--- src/rtl/core/mnt_pkg.sv ---
// shared types, codes and the duration decoder of the note event slot tracker
// no dependencies; imported by mnt_slot_table, the top level and the testbench
package mnt_pkg;

	// message kinds on the result side
	localparam logic [1:0] KIND_NONE = 2'd0;
	localparam logic [1:0] KIND_ON   = 2'd1;
	localparam logic [1:0] KIND_OFF  = 2'd2;

	// configuration register indexes
	localparam logic [1:0] REG_MAP_LOW  = 2'd0;
	localparam logic [1:0] REG_MAP_HIGH = 2'd1;
	localparam logic [1:0] REG_LOCK     = 2'd2;

	// register reset values
	localparam logic [63:0] MAP_LOW_RST  = 64'h0706050403020100;
	localparam logic [63:0] MAP_HIGH_RST = 64'h0F0E0D0C0B0A0908;

	// fixed bytes of an event ahead of the duration
	localparam logic [2:0] FIXED_BYTES = 3'd3;

	// one stored slot entry: logical channel and note
	typedef struct packed {
		logic [3:0] chan;
		logic [6:0] note;
	} slot_ent_t;

	// scan request from the sequencer
	typedef struct packed {
		logic       start;
		logic       rel;
		logic [3:0] chan;
		logic [6:0] note;
	} scan_req_t;

	// scan answer back to the sequencer
	typedef struct packed {
		logic done;
		logic hit;
	} scan_rsp_t;

	// slot write command
	typedef struct packed {
		logic        en;
		logic        rel;
		logic [3:0]  chan;
		logic [6:0]  note;
		logic [31:0] time_val;
	} slot_wr_t;

	// decoded variable-length duration
	typedef struct packed {
		logic [2:0]  nbytes;
		logic [27:0] value;
	} vlq_t;

	// stops at a clear top bit or after the fourth byte
	function automatic vlq_t vlq_decode(input logic [7:0] b0, input logic [7:0] b1,
		input logic [7:0] b2, input logic [7:0] b3);
		vlq_t r;
		if (!b0[7]) begin
			r.nbytes = 3'd1;
			r.value  = {21'd0, b0[6:0]};
		end else if (!b1[7]) begin
			r.nbytes = 3'd2;
			r.value  = {14'd0, b0[6:0], b1[6:0]};
		end else if (!b2[7]) begin
			r.nbytes = 3'd3;
			r.value  = {7'd0, b0[6:0], b1[6:0], b2[6:0]};
		end else begin
			r.nbytes = 3'd4;
			r.value  = {b0[6:0], b1[6:0], b2[6:0], b3[6:0]};
		end
		return r;
	endfunction

endpackage

--- src/rtl/core/mnt_slot_table.sv ---
// slot table: slot memory, occupancy bits and the shared scan compare unit
// depends on mnt_pkg
module mnt_slot_table #(
	parameter int SLOT_COUNT = 32,
	localparam int SW = (SLOT_COUNT > 1) ? $clog2(SLOT_COUNT) : 1,
	localparam int IW = $clog2(SLOT_COUNT + 1)
) (
	input  logic               clk,
	input  logic               arst_n,
	input  mnt_pkg::scan_req_t req,
	output mnt_pkg::scan_rsp_t rsp,
	output logic [SW-1:0]      hit_idx,
	input  mnt_pkg::slot_wr_t  wr,
	input  logic [SW-1:0]      wr_idx
);
	import mnt_pkg::*;

	slot_ent_t           slot_mem [SLOT_COUNT];
	logic [31:0]         time_mem [SLOT_COUNT];
	logic [SLOT_COUNT-1:0] occ_q;

	logic          active_q;
	logic [IW-1:0] idx_q;
	logic          s1_vld_q;
	logic [SW-1:0] idx_s1;
	slot_ent_t     rd_s1;
	logic          rd_en;
	logic          cmp_hit;
	logic          cmp_last;

	// one read per cycle while the scan is live
	assign rd_en = active_q && (idx_q < IW'(SLOT_COUNT)) && !rsp.done;

	// compare unit on the registered read beat
	always_comb begin
		if (req.rel) begin
			cmp_hit = occ_q[idx_s1] && (rd_s1.chan == req.chan) && (rd_s1.note == req.note);
		end else begin
			cmp_hit = !occ_q[idx_s1];
		end
		cmp_last = (idx_s1 == SW'(SLOT_COUNT - 1));
	end

	assign rsp.hit  = active_q && s1_vld_q && cmp_hit;
	assign rsp.done = active_q && s1_vld_q && (cmp_hit || cmp_last);
	assign hit_idx  = idx_s1;

	// scan sequencing
	always_ff @(posedge clk or negedge arst_n) begin
		if (!arst_n) begin
			active_q <= 1'b0;
			idx_q    <= '0;
			s1_vld_q <= 1'b0;
		end else if (req.start) begin
			active_q <= 1'b1;
			idx_q    <= '0;
			s1_vld_q <= 1'b0;
		end else if (rsp.done) begin
			active_q <= 1'b0;
			s1_vld_q <= 1'b0;
		end else begin
			s1_vld_q <= rd_en;
			if (rd_en) begin
				idx_q <= idx_q + 1'b1;
			end
		end
	end

	// occupancy bits, all free after reset
	always_ff @(posedge clk or negedge arst_n) begin
		if (!arst_n) begin
			occ_q <= '0;
		end else if (wr.en) begin
			occ_q[wr_idx] <= !wr.rel;
		end
	end

	// slot memories, registered read
	always_ff @(posedge clk) begin
		if (rd_en) begin
			rd_s1  <= slot_mem[idx_q[SW-1:0]];
			idx_s1 <= idx_q[SW-1:0];
		end
		if (wr.en && !wr.rel) begin
			slot_mem[wr_idx] <= '{chan: wr.chan, note: wr.note};
			time_mem[wr_idx] <= wr.time_val;
		end
	end

endmodule

--- src/rtl/core/midi_note_event_slot_tracker_top.sv ---
// note event slot tracker: duration decode, slot scan sequencer, channel counters
// depends on mnt_pkg and mnt_slot_table
// for a locked channel done follows start in the next cycle; otherwise the slot table reads
// the slots in order into its registered read beat, and done is registered once a slot answers
// the search or the last slot is compared; busy stays high while the slot scan runs, one slot per
// cycle; no event is taken while busy; done is a one-cycle strobe and the receiver cannot stall it
// reset: all slots free, held and per-channel counters zero, registers at their defaults
module midi_note_event_slot_tracker_top #(
	parameter int SLOT_COUNT = 32,
	parameter int PHYS_CHANNELS = 16
) (
	input  logic        clk,
	input  logic        arst_n,
	input  logic        start,
	output logic        busy,
	input  logic        cfg_we,
	input  logic [1:0]  cfg_index,
	input  logic [63:0] cfg_data,
	input  logic [7:0]  status_byte,
	input  logic [6:0]  note_number,
	input  logic [6:0]  velocity_in,
	input  logic [7:0]  dur_byte0,
	input  logic [7:0]  dur_byte1,
	input  logic [7:0]  dur_byte2,
	input  logic [7:0]  dur_byte3,
	output logic        done,
	output logic [2:0]  event_length,
	output logic [1:0]  message_kind,
	output logic [7:0]  out_channel,
	output logic [6:0]  out_note,
	output logic [6:0]  out_velocity,
	output logic [5:0]  held_notes
);
	import mnt_pkg::*;

	localparam int SW = (SLOT_COUNT > 1) ? $clog2(SLOT_COUNT) : 1;
	localparam int PW = (PHYS_CHANNELS > 1) ? $clog2(PHYS_CHANNELS) : 1;

	localparam logic ST_IDLE = 1'b0;
	localparam logic ST_SCAN = 1'b1;

	logic state_q;

	logic [63:0] map_lo_q;
	logic [63:0] map_hi_q;
	logic [15:0] lock_q;

	logic [3:0]  chan_q;
	logic [6:0]  note_q;
	logic [6:0]  vel_q;
	logic [7:0]  phys_q;
	logic [31:0] dur_q;
	logic [2:0]  len_q;
	logic [5:0]  held_q;

	logic [7:0]  cnt_mem [PHYS_CHANNELS];
	logic [PHYS_CHANNELS-1:0] cnt_vld_q;
	logic [7:0]  cnt_rd_q;
	logic [7:0]  cnt_cur;
	logic [PW-1:0] cnt_addr;
	logic        phys_ok;

	logic        accept;
	logic        locked;
	logic [63:0] map_word;
	logic [7:0]  phys_in;
	vlq_t        vlq;

	scan_req_t   sreq;
	scan_rsp_t   srsp;
	slot_wr_t    swr;
	logic [SW-1:0] hit_idx;
	logic [SW-1:0] wr_idx;
	logic        finish;

	logic        done_q;
	logic [2:0]  len_out_q;
	logic [1:0]  kind_q;
	logic [7:0]  och_q;
	logic [6:0]  onote_q;
	logic [6:0]  ovel_q;

	// input decode
	assign busy     = (state_q != ST_IDLE);
	assign accept   = start && !busy;
	assign locked   = lock_q[status_byte[3:0]];
	assign map_word = status_byte[3] ? map_hi_q : map_lo_q;
	assign phys_in  = map_word[{status_byte[2:0], 3'b000} +: 8];
	assign vlq      = vlq_decode(dur_byte0, dur_byte1, dur_byte2, dur_byte3);

	// channel counter addressing
	assign phys_ok  = ({1'b0, phys_q} < 9'(PHYS_CHANNELS));
	assign cnt_addr = phys_q[PW-1:0];
	assign cnt_cur  = cnt_vld_q[cnt_addr] ? cnt_rd_q : 8'd0;

	// scan request and slot write
	assign finish        = (state_q == ST_SCAN) && srsp.done;
	assign sreq.start    = accept && !locked;
	assign sreq.rel      = (vel_q == 7'd0);
	assign sreq.chan     = chan_q;
	assign sreq.note     = note_q;
	assign swr.en        = finish && ((vel_q != 7'd0) || srsp.hit);
	assign swr.rel       = (vel_q == 7'd0);
	assign swr.chan      = chan_q;
	assign swr.note      = note_q;
	assign swr.time_val  = dur_q;
	assign wr_idx        = srsp.hit ? hit_idx : '0;

	mnt_slot_table #(
		.SLOT_COUNT(SLOT_COUNT)
	) u_table (
		.clk     (clk),
		.arst_n  (arst_n),
		.req     (sreq),
		.rsp     (srsp),
		.hit_idx (hit_idx),
		.wr      (swr),
		.wr_idx  (wr_idx)
	);

	// configuration registers
	always_ff @(posedge clk or negedge arst_n) begin
		if (!arst_n) begin
			map_lo_q <= MAP_LOW_RST;
			map_hi_q <= MAP_HIGH_RST;
			lock_q   <= '0;
		end else if (cfg_we) begin
			case (cfg_index)
				REG_MAP_LOW:  map_lo_q <= cfg_data;
				REG_MAP_HIGH: map_hi_q <= cfg_data;
				REG_LOCK:     lock_q   <= cfg_data[15:0];
				default:      ;
			endcase
		end
	end

	// event capture
	always_ff @(posedge clk) begin
		if (accept) begin
			chan_q <= status_byte[3:0];
			note_q <= note_number;
			vel_q  <= velocity_in;
			phys_q <= phys_in;
			dur_q  <= {4'd0, vlq.value} - 32'd1;
			len_q  <= FIXED_BYTES + vlq.nbytes;
		end
	end

	// sequencer, held count and result beat
	always_ff @(posedge clk or negedge arst_n) begin
		if (!arst_n) begin
			state_q <= ST_IDLE;
			held_q  <= '0;
			done_q  <= 1'b0;
		end else begin
			done_q <= 1'b0;
			case (state_q)
				ST_IDLE: begin
					if (accept) begin
						if (locked) begin
							done_q <= 1'b1;
						end else begin
							state_q <= ST_SCAN;
						end
					end
				end
				ST_SCAN: begin
					if (srsp.done) begin
						state_q <= ST_IDLE;
						done_q  <= 1'b1;
						if (srsp.hit) begin
							held_q <= (vel_q == 7'd0) ? held_q - 6'd1 : held_q + 6'd1;
						end
					end
				end
				default: state_q <= ST_IDLE;
			endcase
		end
	end

	// result payload
	always_ff @(posedge clk) begin
		if (accept && locked) begin
			len_out_q <= FIXED_BYTES + vlq.nbytes;
			kind_q    <= KIND_NONE;
			och_q     <= 8'd0;
			onote_q   <= 7'd0;
			ovel_q    <= 7'd0;
		end else if (finish) begin
			len_out_q <= len_q;
			if (swr.en) begin
				kind_q  <= (vel_q == 7'd0) ? KIND_OFF : KIND_ON;
				och_q   <= phys_q;
				onote_q <= note_q;
				ovel_q  <= vel_q;
			end else begin
				kind_q  <= KIND_NONE;
				och_q   <= 8'd0;
				onote_q <= 7'd0;
				ovel_q  <= 7'd0;
			end
		end
	end

	// per-channel counters: read during the scan, written when it ends
	always_ff @(posedge clk) begin
		if ((state_q == ST_SCAN) && phys_ok) begin
			cnt_rd_q <= cnt_mem[cnt_addr];
		end
		if (swr.en && phys_ok) begin
			cnt_mem[cnt_addr] <= swr.rel ? cnt_cur - 8'd1 : cnt_cur + 8'd1;
		end
	end

	always_ff @(posedge clk or negedge arst_n) begin
		if (!arst_n) begin
			cnt_vld_q <= '0;
		end else if (swr.en && phys_ok) begin
			cnt_vld_q[cnt_addr] <= 1'b1;
		end
	end

	assign done         = done_q;
	assign event_length = len_out_q;
	assign message_kind = kind_q;
	assign out_channel  = och_q;
	assign out_note     = onote_q;
	assign out_velocity = ovel_q;
	assign held_notes   = held_q;

	// a result beat never comes while a scan is still running
	a_done_idle: assert property (@(posedge clk) disable iff (!arst_n)
		done |-> !busy)
		else $error("result beat during a scan");

	// an accepted event either finishes at once or starts a scan
	a_accept_moves: assert property (@(posedge clk) disable iff (!arst_n)
		(start && !busy) |=> (done || busy))
		else $error("accepted event went nowhere");

	// a beat with nothing sent carries zero message fields
	a_none_zero: assert property (@(posedge clk) disable iff (!arst_n)
		(done && (message_kind == KIND_NONE)) |->
		((out_channel == 8'd0) && (out_note == 7'd0) && (out_velocity == 7'd0)))
		else $error("empty beat with message fields set");

	// a note-off always carries zero velocity
	a_off_vel: assert property (@(posedge clk) disable iff (!arst_n)
		(done && (message_kind == KIND_OFF)) |-> (out_velocity == 7'd0))
		else $error("note-off with nonzero velocity");

endmodule

--- config.mk ---
export PLATFORM = sky130hd
export DESIGN_NAME = midi_note_event_slot_tracker_top
export DESIGN_NICKNAME = d
export VERILOG_FILES = /design/src/rtl/core/mnt_pkg.sv /design/src/rtl/core/mnt_slot_table.sv /design/src/rtl/core/midi_note_event_slot_tracker_top.sv
export SDC_FILE = /design/constraint.sdc
export NUM_CORES = 1
export LEC_CHECK = 0
export ABC_AREA = 1
export BUFFER_PORTS_ARGS = -buffer_cell sky130_fd_sc_hd__buf_2
export CELL_PAD_IN_SITES_DETAIL_PLACEMENT = 1
export CELL_PAD_IN_SITES_GLOBAL_PLACEMENT = 1
export CORE_MARGIN = 2
export CORE_UTILIZATION = 50
export CTS_CLUSTER_DIAMETER = 30
export DETAILED_ROUTE_END_ITERATION = 10
export GPL_TIMING_DRIVEN = 0
export PLACE_DENSITY_LB_ADDON = 0.1
export SLEW_MARGIN = 20
export SYNTH_ARGS = -nofsm -noshare
export SYNTH_HDL_FRONTEND = slang
export SYNTH_SLANG_ARGS = --single-unit
--- constraint.sdc ---
create_clock -name clk -period 8.2 [get_ports clk]
set_input_delay 1.64 -clock clk [delete_from_list [all_inputs] [get_ports clk]]
set_output_delay 1.64 -clock clk [all_outputs]
set_load 0.02 [all_outputs]
==> results.sh <==
export IMPL_hold_path_class="reg -> reg"
export IMPL_max_slew_margin_pct=39.9
export IMPL_startpoint="chan_q[1]"
export IMPL_vias=20600
export IMPL_post_cts_buffers=0
export IMPL_crit_fanout=17
export IMPL_dp_cells=3148
export IMPL_synth_distinct_cells=41
export IMPL_syn_to_final_growth_pct=24.9
export IMPL_ant_nets=0
export IMPL_numCtsBuffers=137
export IMPL_path_buf_inv=3
export IMPL_chipHeight_microns=230
export IMPL_clk_pin_slew_ns=0.06
export IMPL_drt_drc_violations_left=0
export IMPL_finClkSkew_ns=0.0225
export IMPL_r2r_start="chan_q[1]"
export IMPL_synth_edf_count=400
export IMPL_arrival_ns=4.53
export IMPL_hold_violations=0
export IMPL_ir_worst_vdd_v=0.000234
export IMPL_dp_hpwl_microns=57200
export IMPL_stdcell_count=3402
export IMPL_p_comb_share_pct=21.9
export IMPL_overflow=0
export IMPL_p_sw_mw=3.99
export IMPL_cp_cell_sequence="buf_8 -> xnor2_1 -> nand4_1 -> nor2_1 -> nand3b_1 -> nand2_1 -> nand3_4 -> nand2_4 -> nand3_4 -> nor2_4 -> buf_6 -> nand3_1 -> inv_1"
export IMPL_grt_pass1_wl_microns=135000
export IMPL_r2r_end="u_table.slot_mem[23][10]"
export IMPL_setup_violations_final=0
export IMPL_final_nets=2746
export IMPL_fmaxAchievable_ghz=0.238
export IMPL_clk_latency_ns=0.72
export IMPL_start_util_pct=50.7
export IMPL_htreeDepth=4
export IMPL_grt_pass1_vias=22300
export IMPL_portBuffers=125
export IMPL_grt_max_degree=102
export IMPL_std_cell_rows=82
export IMPL_ys_flop_type="edfxtp_1"
export IMPL_r2r_slack_ns=3.99
export IMPL_setup_worst_path_end_class="register"
export IMPL_critical_path_class="reg -> reg"
export IMPL_routed_via_density=6.06
export IMPL_path_delay_family="simple AND/OR/NAND/NOR gates"
export IMPL_hp_start="u_table.occ_q[28]"
export IMPL_antenna_found_initial=1
export IMPL_cts_tree="done"
export IMPL_cts_root_buffer="clkbuf_16"
export IMPL_cts_hold_buffers=0
export IMPL_async_flop_share_pct=31.2
export IMPL_drt_first_pass_iters=5
export IMPL_placed_cell_area_sq_um=27300
export IMPL_swShare_pct=33.3
export IMPL_drive_gt1_share_pct=15.6
export IMPL_cpPeakStageDelay_ns=0.87
export IMPL_cts_buffer_depth=3
export IMPL_start_kind="register"
export IMPL_io_pin_count=159
export IMPL_syn_area_sq_um=25400
export IMPL_rsz0062_at_grt="no"
export IMPL_worst_pin_slew_ns=0.902
export IMPL_cap_violations=0
export IMPL_seq_power_share_pct=33.4
export IMPL_fin_setup_tns_ns=0
export IMPL_ys_seq_elements=616
export IMPL_clkSinkCount=616
export IMPL_post_route_period_util_pct=51.3
export IMPL_gp_congestion=0.882
export IMPL_status="complete, no violations"
export IMPL_die_w_microns=230
export IMPL_wl_microns=89900
export IMPL_syn_nets=2464
export IMPL_grt_use_total_pct=34.5
export IMPL_power_leakage_nw=12.7
export IMPL_syn_avg_cell_area_sq_um=10.9
export IMPL_core_sq_um=50200
export IMPL_slew_viol_final=0
export IMPL_wl_per_cell_microns=26.4
export IMPL_worst_ep_required_time_ns=8.53
export IMPL_drt_iter0_drc=1830
export IMPL_yosysSeqAreaShare_pct=68.2
export IMPL_cts_resized=0
export IMPL_crit_path_top_delay_cell="edfxtp_1"
export IMPL_post_route_cell_area_sq_um=31800
export IMPL_utilization_pct=63.3
export IMPL_r2r_cells=13
export IMPL_path_depth=13
export IMPL_pwr_share_clk_pct=44.8
export IMPL_ys_warn_count=0
export IMPL_pwr_density_cell_nw_per_um2=377
export IMPL_min_period_ns=4.21
export IMPL_cp_common_cell="nand3_4"
export IMPL_internal_power_mw=7.98
export IMPL_die_area_sq_um=52700
export IMPL_setup_worst_path_end="u_table.slot_mem[23][10]"
export IMPL_syn_inst=2333
==> power by group through the flow <==
stage	logic [mW]	registers [mW]	clock network, mW
final	2.62	3.99	5.36
after global routing	2.79	4.02	5.55
after CTS	2.57	3.99	5.39
after detailed placement	2.47	4.02	0
after global placement	2.24	4.08	0
after floorplan	1.35	4.04	0
==> routing by layer <==
layer	up-vias	share of wire [%]	global-route usage (%)
li1	8798	-	-
met1	10400	37	39.7
met2	1105	50	59.3
met3	322	6.6	6.69
met4	0	6.3	21.8
met5	-	0	0
==> cell usage after synthesis, drive strengths merged (3+ instances only) <==
| cell | instances | area (sq um) |
|---|---|---|
| ha | 6 | 75.1 |
| dfstp | 32 | 841 |
| nand3 | 119 | 646 |
| o22ai | 65 | 407 |
| nor2 | 272 | 1050 |
| buf | 14 | 111 |
| o211ai | 21 | 158 |
| xor2 | 6 | 52.6 |
| dfrtp | 160 | 4000 |
| o21ai | 435 | 2180 |
| a21oi | 13 | 65.1 |
| nand4 | 15 | 93.8 |
| o221ai | 59 | 517 |
| xnor2 | 14 | 123 |
| clkbuf | 133 | 499 |
| nand2 | 371 | 1400 |
| dfxtp | 24 | 480 |
| nor4 | 3 | 40.0 |
| edfxtp | 400 | 12000 |
| clkinv | 4 | 15.0 |
| nor3 | 3 | 15.0 |
| inv | 157 | 589 |
==> how the worst min path moves through the flow <==
| stage | to | cells after the start |
|---|---|---|
| finish | u_table.occ_q[28] | 2 |
| global route | held_notes[5] | 1 |
| CTS | u_table.occ_q[28] | 2 |
| detailed placement | u_table.hit_idx[2] | 0 |
| global placement | u_table.hit_idx[2] | 0 |
| floorplan | u_table.hit_idx[2] | 0 |
==> state kept, by name, indices dropped and copies added, names as in the netlist, 8 cells and up <==
name	count
phys_q	8
map_hi_q	64
u_table.rd_s1	11
u_table.slot_mem	352
out_channel	8
u_table.occ_q	32
lock_q	16
map_lo_q	64
==> kinds of logic after synthesis <==
group	share of synthesized area [%]
fa+ha+maj	0.374
buf+inv	4.78
compound gates	13.2
simple gates	12.8
flops	68.2
xor+xnor	0.689
==> placed cells by master, fill, tap and decap left out, types with 65 or more instances in the layout <==
master and n:
nand2_1 370, o22ai_1 65, buf_2 129, inv_1 154
nand3_1 112, clkbuf_1 156, o21ai_0 435, nor2_1 266
edfxtp_1 400, clkbuf_16 142, dfrtp_1 160
==> stage by stage <==
stage	power (mW)	worst slack [ns]	hold slack (ns)
floorplan	5.38	4.20	0.423
global placement	6.32	2.32	0.431
detailed placement	6.49	3.86	0.456
CTS	11.9	4.06	0.471
global route	12.4	3.88	0.479
finish	12.0	3.99	0.472
==> cell type report <==
| type | instances | area (sq um) |
|---|---|---|
| Antenna cell | 1 | 2.50 |
| Buffer | 147 | 611 |
| Clock buffer | 169 | 3690 |
| Clock inverter | 84 | 822 |
| Fill cell | 5218 | 18400 |
| Inverter | 161 | 604 |
| Multi-Input combinational cell | 1409 | 6910 |
| Sequential cell | 616 | 17300 |
| Tap cell | 672 | 841 |
| Timing Repair Buffer | 143 | 965 |
==> tightest hold or removal path, cell delays in order, from the launching register on <==
cell     delay, ns
dfrtp_1       0.34
nand2_1       0.05
nand2_1       0.05
No activity file was read; power rests on OpenSTA's default activity.
